[src/wildcard_pattern_matcher_macros.svh]
// Assertion macros shared by the wildcard matcher modules
`ifndef WILDCARD_PATTERN_MATCHER_MACROS_SVH
`define WILDCARD_PATTERN_MATCHER_MACROS_SVH

// Same-cycle implication, sampled on clk, off while rst_n is low
`define WPM_ASSERT_NOW(label, ante, cons) \
  label: assert property (@(posedge clk) disable iff (!rst_n) (ante) |-> (cons)) \
    else $error("wpm check failed: same-cycle rule");

// Next-cycle implication, sampled on clk, off while rst_n is low
`define WPM_ASSERT_NEXT(label, ante, cons) \
  label: assert property (@(posedge clk) disable iff (!rst_n) (ante) |=> (cons)) \
    else $error("wpm check failed: next-cycle rule");

`endif

[src/wpm_pkg.sv]
// Shared types and constants for the wildcard pattern matcher
package wpm_pkg;

  typedef enum logic [1:0] {
    OP_CLEAR  = 2'd0,
    OP_APPEND = 2'd1,
    OP_PATH   = 2'd2,
    OP_END    = 2'd3
  } op_t;

  localparam logic [7:0] CH_STAR  = 8'h2A;
  localparam logic [7:0] CH_QUEST = 8'h3F;
  localparam logic [7:0] CH_DOT   = 8'h2E;

  localparam int QUEUE_DEPTH = 2;

  typedef struct packed {
    logic [1:0] operation;
    logic [7:0] character;
  } in_item_t;

  typedef struct packed {
    logic matched;
    logic pattern_overflow;
  } out_item_t;

  // Decoded item as it travels from front to back
  typedef struct packed {
    op_t        op;
    logic [7:0] character;
    logic       is_dot;
  } cmd_t;

endpackage

[src/wpm_front.sv]
// Front end: accepts input items, decodes them and hands them to the queue
module wpm_front import wpm_pkg::*; (
  input  logic     clk,
  input  logic     rst_n,
  input  logic     in_valid,
  output logic     in_ready,
  input  in_item_t in_data,
  output logic     cmd_valid,
  input  logic     cmd_ready,
  output cmd_t     cmd_data
);

  logic hold_valid_r, hold_valid_nxt;
  cmd_t hold_cmd_r;
  cmd_t decoded;

  assign in_ready  = !hold_valid_r || cmd_ready;
  assign cmd_valid = hold_valid_r;
  assign cmd_data  = hold_cmd_r;

  always_comb begin
    decoded.op        = op_t'(in_data.operation);
    decoded.character = in_data.character;
    decoded.is_dot    = (in_data.character == CH_DOT);
  end

  always_comb begin
    hold_valid_nxt = (in_valid && in_ready) || (hold_valid_r && !cmd_ready);
  end

  always_ff @(posedge clk) begin
    if (!rst_n) begin
      hold_valid_r <= 1'b0;
    end else begin
      hold_valid_r <= hold_valid_nxt;
    end
  end

  always_ff @(posedge clk) begin
    if (in_valid && in_ready) begin
      hold_cmd_r <= decoded;
    end
  end

endmodule

[src/wpm_queue.sv]
// Short FIFO of decoded items between front and back
`include "wildcard_pattern_matcher_macros.svh"
module wpm_queue import wpm_pkg::*; (
  input  logic clk,
  input  logic rst_n,
  input  logic enq_valid,
  output logic enq_ready,
  input  cmd_t enq_data,
  output logic deq_valid,
  input  logic deq_ready,
  output cmd_t deq_data
);

  localparam int PTR_W = (QUEUE_DEPTH > 1) ? $clog2(QUEUE_DEPTH) : 1;
  localparam int CNT_W = $clog2(QUEUE_DEPTH + 1);
  localparam logic [PTR_W-1:0] LAST_PTR = PTR_W'(QUEUE_DEPTH - 1);
  localparam logic [CNT_W-1:0] FULL_CNT = CNT_W'(QUEUE_DEPTH);

  cmd_t             mem_r [QUEUE_DEPTH];
  logic [PTR_W-1:0] wr_ptr_r, wr_ptr_nxt;
  logic [PTR_W-1:0] rd_ptr_r, rd_ptr_nxt;
  logic [CNT_W-1:0] count_r, count_nxt;
  logic             push, pop;

  assign enq_ready = (count_r != FULL_CNT);
  assign deq_valid = (count_r != '0);
  assign deq_data  = mem_r[rd_ptr_r];
  assign push      = enq_valid && enq_ready;
  assign pop       = deq_valid && deq_ready;

  always_comb begin
    wr_ptr_nxt = wr_ptr_r;
    rd_ptr_nxt = rd_ptr_r;
    count_nxt  = count_r;
    if (push) begin
      wr_ptr_nxt = (wr_ptr_r == LAST_PTR) ? '0 : wr_ptr_r + 1'b1;
    end
    if (pop) begin
      rd_ptr_nxt = (rd_ptr_r == LAST_PTR) ? '0 : rd_ptr_r + 1'b1;
    end
    if (push && !pop) begin
      count_nxt = count_r + 1'b1;
    end else if (pop && !push) begin
      count_nxt = count_r - 1'b1;
    end
  end

  always_ff @(posedge clk) begin
    if (!rst_n) begin
      wr_ptr_r <= '0;
      rd_ptr_r <= '0;
      count_r  <= '0;
    end else begin
      wr_ptr_r <= wr_ptr_nxt;
      rd_ptr_r <= rd_ptr_nxt;
      count_r  <= count_nxt;
    end
  end

  always_ff @(posedge clk) begin
    if (push) begin
      mem_r[wr_ptr_r] <= enq_data;
    end
  end

  `WPM_ASSERT_NOW(a_count_bound, 1'b1, count_r <= FULL_CNT)
  `WPM_ASSERT_NOW(a_empty_ptrs, count_r == '0, wr_ptr_r == rd_ptr_r)
  `WPM_ASSERT_NEXT(a_push_grows, push && !pop, count_r == $past(count_r) + 1'b1)

endmodule

[src/wpm_back.sv]
// Back end: pattern store, live-position vector and result register
`include "wildcard_pattern_matcher_macros.svh"
module wpm_back import wpm_pkg::*; #(
  parameter int MAX_PATTERN = 32
) (
  input  logic      clk,
  input  logic      rst_n,
  input  logic      cmd_valid,
  output logic      cmd_ready,
  input  cmd_t      cmd_data,
  output logic      out_valid,
  input  logic      out_ready,
  output out_item_t out_data
);

  localparam int N     = MAX_PATTERN + 1;
  localparam int STEPS = (N > 1) ? $clog2(N) : 1;
  localparam logic [N-1:0] RESTART = N'(1);

  logic [7:0]             store_r [MAX_PATTERN];
  logic [MAX_PATTERN-1:0] len_therm_r, len_therm_nxt;
  logic [N-1:0]           active_r, active_nxt;
  logic                   overflow_r, overflow_nxt;
  logic                   out_valid_r, out_valid_nxt;
  out_item_t              out_data_r, out_data_nxt;

  logic [MAX_PATTERN-1:0] star_vec, match_vec, wr_sel;
  logic [N-1:0]           closed, allowed, at_len, advanced;
  logic                   full, hit, pop;

  assign full      = len_therm_r[MAX_PATTERN-1];
  assign cmd_ready = (cmd_data.op != OP_END) || !out_valid_r || out_ready;
  assign pop       = cmd_valid && cmd_ready;
  assign out_valid = out_valid_r;
  assign out_data  = out_data_r;

  // allowed: positions 0..len; at_len: position len alone
  assign allowed = {len_therm_r, 1'b1};
  assign at_len  = allowed & ~{1'b0, len_therm_r};
  assign wr_sel  = at_len[MAX_PATTERN-1:0];

  always_comb begin
    for (int p = 0; p < MAX_PATTERN; p++) begin
      star_vec[p]  = len_therm_r[p] && (store_r[p] == CH_STAR);
      match_vec[p] = len_therm_r[p] && (store_r[p] != CH_STAR) &&
                     ((store_r[p] == cmd_data.character) ||
                      ((store_r[p] == CH_QUEST) && !cmd_data.is_dot));
    end
  end

  // Star closure as a parallel prefix: a live star makes the next position live
  always_comb begin
    logic [N-1:0] gen;
    logic [N-1:0] prop;
    gen  = active_r;
    prop = {star_vec, 1'b0};
    for (int s = 0; s < STEPS; s++) begin
      gen  = gen | (prop & (gen << (1 << s)));
      prop = prop & (prop << (1 << s));
    end
    closed = gen;
  end

  assign advanced = {1'b0, closed[MAX_PATTERN-1:0] & star_vec} |
                    {closed[MAX_PATTERN-1:0] & match_vec, 1'b0};
  assign hit      = |(closed & at_len);

  always_comb begin
    len_therm_nxt = len_therm_r;
    active_nxt    = active_r;
    overflow_nxt  = overflow_r;
    out_valid_nxt = out_valid_r && !out_ready;
    out_data_nxt  = out_data_r;
    if (pop) begin
      unique case (cmd_data.op)
        OP_CLEAR: begin
          len_therm_nxt = '0;
          overflow_nxt  = 1'b0;
          active_nxt    = RESTART;
        end
        OP_APPEND: begin
          if (full) begin
            overflow_nxt = 1'b1;
          end else begin
            len_therm_nxt = len_therm_r | wr_sel;
          end
          active_nxt = RESTART;
        end
        OP_PATH: begin
          active_nxt = advanced;
        end
        OP_END: begin
          out_valid_nxt                 = 1'b1;
          out_data_nxt.matched          = hit && !overflow_r;
          out_data_nxt.pattern_overflow = overflow_r;
          active_nxt                    = RESTART;
        end
        default: begin
          active_nxt = active_r;
        end
      endcase
    end
  end

  always_ff @(posedge clk) begin
    if (!rst_n) begin
      len_therm_r <= '0;
      active_r    <= RESTART;
      overflow_r  <= 1'b0;
      out_valid_r <= 1'b0;
    end else begin
      len_therm_r <= len_therm_nxt;
      active_r    <= active_nxt;
      overflow_r  <= overflow_nxt;
      out_valid_r <= out_valid_nxt;
    end
  end

  always_ff @(posedge clk) begin
    out_data_r <= out_data_nxt;
  end

  // Each cell loads only when it is the next free slot
  always_ff @(posedge clk) begin
    for (int p = 0; p < MAX_PATTERN; p++) begin
      if (pop && (cmd_data.op == OP_APPEND) && wr_sel[p]) begin
        store_r[p] <= cmd_data.character;
      end
    end
  end

  `WPM_ASSERT_NOW(a_active_in_range, 1'b1, (active_r & ~allowed) == '0)
  `WPM_ASSERT_NOW(a_overflow_full, overflow_r, full)
  `WPM_ASSERT_NEXT(a_end_gives_result, pop && (cmd_data.op == OP_END), out_valid_r)

endmodule

[src/wildcard_pattern_matcher.sv]
// Top level of the wildcard pattern matcher: front, queue and back
//
//  channel | direction | handshake            | payload
//  in_     | input     | in_valid / in_ready   | in_data (operation, character)
//  out_    | output    | out_valid / out_ready | out_data (matched, pattern_overflow)
//
// One item per cycle sustained while out_ready does not hold back an end-of-path item; an end-of-path
// result passes in turn the front register (loaded on accept), a queue entry and the output register.
// The star closure and position advance are one parallel prefix per cycle in the back.
// Reset is synchronous on rst_n low: empty pattern, position zero live, no overflow.
// A stalled out_ready holds end-of-path items only; the queue lets input keep flowing until it is full.
module wildcard_pattern_matcher import wpm_pkg::*; #(
  parameter int MAX_PATTERN = 32
) (
  input  logic      clk,
  input  logic      rst_n,
  input  logic      in_valid,
  output logic      in_ready,
  input  in_item_t  in_data,
  output logic      out_valid,
  input  logic      out_ready,
  output out_item_t out_data
);

  logic f_valid, f_ready;
  cmd_t f_cmd;
  logic q_valid, q_ready;
  cmd_t q_cmd;

  wpm_front u_front (
    .clk       (clk),
    .rst_n     (rst_n),
    .in_valid  (in_valid),
    .in_ready  (in_ready),
    .in_data   (in_data),
    .cmd_valid (f_valid),
    .cmd_ready (f_ready),
    .cmd_data  (f_cmd)
  );

  wpm_queue u_queue (
    .clk       (clk),
    .rst_n     (rst_n),
    .enq_valid (f_valid),
    .enq_ready (f_ready),
    .enq_data  (f_cmd),
    .deq_valid (q_valid),
    .deq_ready (q_ready),
    .deq_data  (q_cmd)
  );

  wpm_back #(
    .MAX_PATTERN (MAX_PATTERN)
  ) u_back (
    .clk       (clk),
    .rst_n     (rst_n),
    .cmd_valid (q_valid),
    .cmd_ready (q_ready),
    .cmd_data  (q_cmd),
    .out_valid (out_valid),
    .out_ready (out_ready),
    .out_data  (out_data)
  );

endmodule
[config.mk]
export PLATFORM = sky130hd
export DESIGN_NAME = wildcard_pattern_matcher
export DESIGN_NICKNAME = d
export VERILOG_FILES = /design/src/wpm_pkg.sv /design/src/wpm_front.sv /design/src/wpm_queue.sv /design/src/wpm_back.sv /design/src/wildcard_pattern_matcher.sv
export VERILOG_INCLUDE_DIRS = /design/src /design/src/src
export SDC_FILE = /design/constraint.sdc
export NUM_CORES = 1
export LEC_CHECK = 0
export ABC_CLOCK_PERIOD_IN_PS = 3500
export BUFFER_PORTS_ARGS = -buffer_cell sky130_fd_sc_hd__buf_2
export CORE_MARGIN = 4
export CORE_UTILIZATION = 64
export CTS_CLUSTER_DIAMETER = 120
export CTS_CLUSTER_SIZE = 8
export DETAILED_ROUTE_END_ITERATION = 16
export GPL_TIMING_DRIVEN = 0
export PLACE_DENSITY = 0.8
export SYNTH_ARGS = -nofsm -noshare
export SYNTH_HDL_FRONTEND = slang
export SYNTH_SLANG_ARGS = --single-unit
[constraint.sdc]
create_clock -name clk -period 3.5 [get_ports clk]
set_clock_uncertainty 0.1 [all_clocks]
set_input_delay 0.175 -clock clk [delete_from_list [all_inputs] [get_ports clk]]
set_output_delay 0.175 -clock clk [all_outputs]
set_load 0.005 [all_outputs]
==> results_dict.tcl, run 1 <==
set metrics [dict create \
    cts_buffer_depth 3 \
    place_ws_ns -0.590 \
    drc 0 \
    core_mm2 0.0290 \
    violations "max-capacitance violations" \
    design.die.area_mm2 0.0326 \
    reg2regPathDepth 7 \
    seq_area_frac_synth_pct 53.6 \
    gr-total-overflow 0 \
    clk_pin_slew_ns 0.06 \
    cp_slowest_cell "o41ai_1" \
    crit_type "flop to flop" \
    clkPwrFrac_pct 35.9 \
    ys_types 88 \
    setup_viol_count_final 0 \
    dpl.hpwl_um 38800 \
    vias_per_cell 7.01 \
    hold_path_depth 4 \
    insertedDiodeCount 0 \
    max_freq_mhz 287 \
    yosys_warnings 0 \
    finish.utilization_pct 74.0 \
    async_flop_share_pct 0 \
    synth_nets 1684 \
    netlist_top_cells_area "edfxtp_1 (46%), dfxtp_1 (7.7%), xnor2_1 (6.3%)" \
    grt_pass1_wl_um 88500 \
    io_buffers 17 \
    synth_area_per_cell_um2 11.4 \
    grt_max_degree 33 \
    worstHoldPathType "input port to flop" \
    crit_fanout 10 \
    die_h_um 180 \
    h-tree-depth 2 \
    synth_ff_type "edfxtp_1" \
    drv_cap 1 \
    root_buffer "clkbuf_16" \
    layout_common_cells "edfxtp_1 (291), xnor2_1 (138), xor2_1 (121), nand2_1 (102), nor2_1 (96)" \
    status "finished, violations left" \
    synth_edf_count 291 \
    placedCellCount 2071 \
    hold_ws_ns 0.0736 \
    rrSetupSlack_ns 0.02 \
    pin_count 18 \
    netSwitchingFraction_pct 32.6 \
    grt_use_total_pct 35.2 \
    worstPathRequired_ns 3.81 \
    path_common_cell "buf_2" \
    grt_pass1_vias 15000 \
    arrival_ns 3.79 \
    power.density_mw_per_mm2 599 \
    tightest_slew_ns 1.46 \
    num_vias 15300 \
    min_period_ns 3.48 \
    synth_top_area_share_pct 45.9 \
    power_switching_mw 4.19 \
    cts_tree "yes" \
    peakVddDrop_v 0.000504 \
    worstSetupStartpointType "flop" \
    crit_path_end "u_back.len_therm_r[15]$_SDFFE_PN0P_" \
    drt-pass1-iter-count 6 \
    p_leak_nw 6.59 \
    seqPwrFrac_pct 39.7 \
    p_int_mw 8.67 \
    mostFrequentLayoutCell "edfxtp_1" \
    clock_latency_ns 0.58 \
    synth_seq_cells 364 \
    crit_path_end_kind "flop" \
    wl_um 59300 \
    place.gp.congestion 1.01 \
    ant_nets 0 \
    syn-instance-count 1669 \
    cp_cell_sequence "buf_2, buf_2, nor2b_1, a21o_1, o41ai_1, clkbuf_1, nor2_1" \
    synthesis.area_mm2 0.0190 \
    relSlewSlack_pct 1.54 \
    drive_gt1_share_pct 12.2 \
    areaGrowthSynthToFinish_pct 12.8 \
    final_hold_viol_count 0 \
    wire_per_inst_um 27.2 \
    fin_nets 1767 \
    start_util_pct 65.6 \
    drt_iter0_markers 1964 \
    regToRegEndpoint "u_back.len_therm_r[15]$_SDFFE_PN0P_" \
    comb_power_share_pct 24.4 \
    cts_sinks 364 \
    final_cells 2178 \
    yosysTopAreaCell "edfxtp_1" \
    fp-row-count 62 \
    cpPeakStageDelay_ns 1.17 \
    fin_setup_tns_ns 0 \
    rsz0062_at_grt "no" \
    antenna_found_initial 1 \
    final.period_utilization_pct 99.6 \
    slew_violations 0 \
    cts_made_buffers 51 \
    die_x_um 180 \
    fin_ws_ns 0.0157 \
]
[routing by layer]
layer  global-route usage [%]  up-vias  part of all wire, %
met5                        0        -                0.054
met1                     47.2     7377                   38
met2                     54.7     1080                   45
met3                     7.02      240                   11
li1                         -     6574                    -
met4                     18.8        4                  5.6
[cell type report]
cell class / count / area (µm²)
Timing Repair Buffer: 32 / 264
Multi-Input combinational cell: 1208 / 8580
Fill cell: 1942 / 7540
Tap cell: 384 / 480
Sequential cell: 364 / 10200
Clock buffer: 92 / 1450
Clock inverter: 3 / 52.6
Inverter: 34 / 131
Buffer: 61 / 312
[worst min path at each step]
| stage | endpoint | start |
|---|---|---|
| 2_1_floorplan | u_front.cmd_data[10]$_DFFE_PP_ | in_data[9] |
| 3_3_place_gp | u_front.cmd_data[9]$_DFFE_PP_ | in_data[8] |
| 3_5_place_dp | u_front.cmd_data[10]$_DFFE_PP_ | in_data[9] |
| 4_1_cts | u_back.out_valid$_SDFF_PN0_ | out_ready |
| 5_1_grt | u_back.out_valid$_SDFF_PN0_ | out_ready |
| 6_report | u_back.out_valid$_SDFF_PN0_ | out_ready |
[synthesized netlist by cell type, types with 10 or more instances]
library cell  count
a41oi_1          27
a31oi_1          12
o22ai_1          14
nor4bb_1         15
nor2_1          110
nand2_1         102
edfxtp_1        291
o21ai_0          47
xor2_1          121
inv_1            34
xnor2_1         138
a21oi_1          64
nor4_1           52
nand4_1          92
nor4b_1          12
buf_2            25
nor2b_1          24
clkbuf_1         25
nor3_1           32
buf_4            10
and2_1           15
nand3_1          49
nand2b_1         15
and4bb_2         12
and3_1           32
o31ai_1          11
dfxtp_1          73
a21boi_0         14
[flip-flops by register name (all words and copies together), names as in the netlist, named ones only]
signal,cells
u_front.cmd_data,11
u_queue.mem_r,22
u_back.active_r,33
u_queue.wr_ptr_r,1
u_back.out_valid,1
u_back.len_therm_r,32
u_queue.count_r,2
u_front.cmd_valid,1
u_back.out_data,2
u_queue.rd_ptr_r,1
u_back.store_r,256
u_back.overflow_r,1
[what timing repair did]
action | in CTS | in global routing
gates resized for setup | 22 | 25
endpoints found under the setup margin | 178 | 173
pin swaps | 1 | 0
endpoints found under the hold margin | 13 | 0
hold buffers | 12 | 0
setup buffers | 0 | 1
[critical path: cells and delay by family (launching register included)]
family,cells,cell delay (ns)
flops,1,0.30
compound gates,2,1.42
simple gates,2,0.26
buf+inv,3,1.22
[through the flow]
step | power, mW | area, µm²
6_report | 12.9 | 21500
5_1_grt | 13.2 | 21500
4_1_cts | 12.7 | 21300
3_5_place_dp | 8.11 | 19600
3_3_place_gp | 8.04 | 19600
2_1_floorplan | 6.90 | 19000
[kinds of logic after synthesis]
group	share of synthesized area, %
buffers and inverters	2.29
flip-flops	53.6
AND/OR/NAND/NOR	20.6
AO/OA/AOI/OAI	10.8
XOR/XNOR	11.9
adder cells (fa/ha/maj)	0.0657
multiplexers	0.723
[power groups by stage]
| stage | Clock, mW | Sequential (mW) | Combinational, mW |
|---|---|---|---|
| finish | 4.61 | 5.11 | 3.14 |
| detailed placement | 0 | 5.18 | 2.93 |
| global placement | 0 | 5.19 | 2.85 |
| global route | 4.83 | 5.11 | 3.24 |
| CTS | 4.61 | 5.10 | 3.00 |
| floorplan | 0 | 5.15 | 1.75 |
No activity file was read; power rests on OpenSTA's default activity.
==> run 2, diff against run 1 <==
--- a/config.mk
+++ b/config.mk
@@ -14,7 +14,9 @@
 export CTS_CLUSTER_SIZE = 8
 export DETAILED_ROUTE_END_ITERATION = 16
 export GPL_TIMING_DRIVEN = 0
-export PLACE_DENSITY = 0.8
+export PLACE_DENSITY = 0.81
+export RECOVER_POWER = 25
 export SYNTH_ARGS = -nofsm -noshare
 export SYNTH_HDL_FRONTEND = slang
+export SYNTH_HIERARCHICAL = 1
 export SYNTH_SLANG_ARGS = --single-unit
==> results_dict.tcl, run 2 <==
set metrics [dict create \
    fillers 1799 \
    slew_violations 0 \
    arrival_ns 3.72 \
    vias_per_cell 7.08 \
    relSlewSlack_pct 19.2 \
    cpPeakStageDelay_ns 0.83 \
    hold_path_depth 2 \
    cts_sinks 364 \
    worstSetupStartpointType "flop" \
    grt_use_total_pct 37.8 \
    insertedDiodeCount 0 \
    fin_ws_ns -0.145 \
    max_freq_mhz 274 \
    synth_ff_type "edfxtp_1" \
    crit_path_end_kind "flop" \
    synth_top_area_share_pct 47.1 \
    gr-total-overflow 0 \
    grt_max_degree 34 \
    core_mm2 0.0286 \
    tightest_slew_ns 1.21 \
    critPathTopFamily "simple AND/OR/NAND/NOR gates" \
    layout_common_cells "edfxtp_1 (291), xor2_1 (201), nor2_1 (98), clkbuf_1 (87), nand2_1 (86)" \
    async_flop_share_pct 0 \
    cp_num_buf_inv 2 \
    antenna_found_initial 1 \
    synthesis.area_mm2 0.0186 \
    ant_nets 0 \
    clock_latency_ns 0.55 \
    min_period_ns 3.64 \
    crit_fanout 13 \
    fin_setup_tns_ns -4.20 \
    grt_pass1_vias 14400 \
    synth_top_cells_by_count "edfxtp_1 (291), xor2_1 (201), nor2_1 (103)" \
    reg2regPathDepth 6 \
    stdcell_area_mm2 0.0214 \
    cts_made_buffers 51 \
    die_x_um 178 \
    finish.utilization_pct 74.9 \
    cp_cell_sequence "buf_6, mux2_2, nor2b_1, nand2_1, clkbuf_1, nor3b_2" \
    wl_um 61800 \
    violations "negative setup slack" \
    seq_area_frac_synth_pct 54.9 \
    fp-row-count 62 \
    drt_iter0_markers 2058 \
    cp_slowest_cell "nor3b_2" \
    ys_types 88 \
    mostFrequentLayoutCell "edfxtp_1" \
    final_cells 2131 \
    wire_per_inst_um 29.0 \
    synth_nets 1629 \
    place_area_mm2 0.0191 \
    rrSetupSlack_ns -0.14 \
    final_hold_viol_count 0 \
    netlist_top_cells_area "edfxtp_1 (47%), xor2_1 (9.5%), dfxtp_1 (7.9%)" \
    design.die.area_mm2 0.0318 \
    start_util_pct 64.9 \
    largest_reg_flops 256 \
    root_buffer "clkbuf_16" \
    io_buffers 17 \
    yosysTopAreaCell "edfxtp_1" \
    num_vias 15100 \
    areaGrowthSynthToFinish_pct 15.5 \
    peakVddDrop_v 0.000558 \
    worstHoldPathType "input port to flop" \
    setup_viol_count_final 72 \
    final.period_utilization_pct 104 \
    synth_seq_cells 364 \
    status "finished, violations left" \
    power.density_mw_per_mm2 603 \
    h-tree-depth 2 \
    reg_top3 "u_back/store_r (256), u_back/active_r (33), u_back/len_therm_r (32)" \
    place.gp.congestion 0.990 \
    crit_type "flop to flop" \
    drive_gt1_share_pct 11.3 \
    worstHoldStart "in_data[9]" \
    fin_total_pwr_mw 12.9 \
    min_to "u_front/cmd_data[10]$_DFFE_PP_" \
    worstPathRequired_ns 3.58 \
    synth_area_per_cell_um2 11.5 \
    drt-pass1-iter-count 6 \
    regToRegEndpoint "u_back/store_r[0][8]$_DFFE_PP_" \
    die_h_um 178 \
    fin_nets 1719 \
    yosys_warnings 6 \
    pin_count 18 \
    drv_cap 0 \
    clk_pin_slew_ns 0.05 \
    rsz0062_at_grt "yes" \
    yosysMostFrequentCell "edfxtp_1" \
    p_leak_nw 6.91 \
    grt_pass1_wl_um 89000 \
    syn-instance-count 1614 \
    cts_buffer_depth 3 \
    drc 0 \
    synth_edf_count 291 \
    placedCellCount 2015 \
    dpl.hpwl_um 37800 \
    cts_tree "yes" \
    regMostFlops "u_back/store_r" \
]
## run 2: timing repair
| item | CTS | global route |
|---|---|---|
| endpoints found under the hold margin | 19 | 0 |
| setup endpoints to repair | 95 | 124 |
| gates cloned | 1 | 2 |
| resized for setup | 115 | 69 |
| buffers inserted | 0 | 5 |
| hold buffers | 14 | 0 |
| pin swaps | 0 | 12 |
## run 2: per-layer routing
layer	track usage, %	part of all wire (%)
met1	51.2	37
met2	59.1	45
met3	6.97	11
met4	19.2	6.5
met5	0	0
## run 2: kinds of logic (layout without fill, tap and decap cells)
group | count (synthesis) | in the layout | synth area share, %
AO/OA/AOI/OAI | 282 | 282 | 10.4
XOR/XNOR | 259 | 259 | 12.2
adder cells (fa/ha/maj) | 1 | 1 | 0.0674
buffers and inverters | 83 | 213 | 1.72
flip-flops | 364 | 364 | 54.9
multiplexers | 12 | 15 | 0.721
AND/OR/NAND/NOR | 613 | 613 | 20.0
## run 2: worst max-delay path by stage
stage	startpoint	endpoint	slack (ns)	cells past startpoint
floorplan	flop	u_back/active_r[16]$_SDFFE_PN0P_	0.41	10
global placement	flop	u_back/active_r[2]$_SDFFE_PN0P_	-1.34	10
detailed placement	flop	u_back/active_r[2]$_SDFFE_PN0P_	-1.41	10
CTS	flop	u_back/store_r[0][54]$_DFFE_PP_	-0.27	6
global route	flop	u_back/store_r[1][116]$_DFFE_PP_	-0.16	6
finish	flop	u_back/store_r[0][8]$_DFFE_PP_	-0.14	6
## run 2: cell type report
| cell class | instances | area, µm² | area share [%] |
|---|---|---|---|
| Clock inverter | 2 | 25.0 | 0.117 |
| Timing Repair Buffer | 36 | 255 | 1.19 |
| Sequential cell | 364 | 10200 | 47.6 |
| Buffer | 64 | 344 | 1.60 |
| Tap cell | 384 | 480 | 2.24 |
| Multi-Input combinational cell | 1170 | 8590 | 40.1 |
| Inverter | 17 | 63.8 | 0.298 |
| Clock buffer | 94 | 1480 | 6.90 |
## run 2: worst register-to-register path, delay by kind of cell, from the launching register on
| kind | cells | cell delay [ns] |
|---|---|---|
| simple gates | 3 | 1.53 |
| buf+inv | 2 | 0.81 |
| mux | 1 | 0.43 |
| flops | 1 | 0.41 |
## run 2: power breakdown
group,switching [mW],internal [mW],leakage [nW]
combinational,2.30,0.907,2.98
clock,1.81,2.82,0.713
sequential,0.0777,5.03,3.22
## run 2: through the flow
step / setup slack [ns] / hold slack, ns
global route: -0.162 / 0.256
CTS: -0.271 / 0.224
finish: -0.145 / 0.250
detailed placement: -1.41 / 0.254
global placement: -1.34 / 0.255
floorplan: 0.413 / 0.174
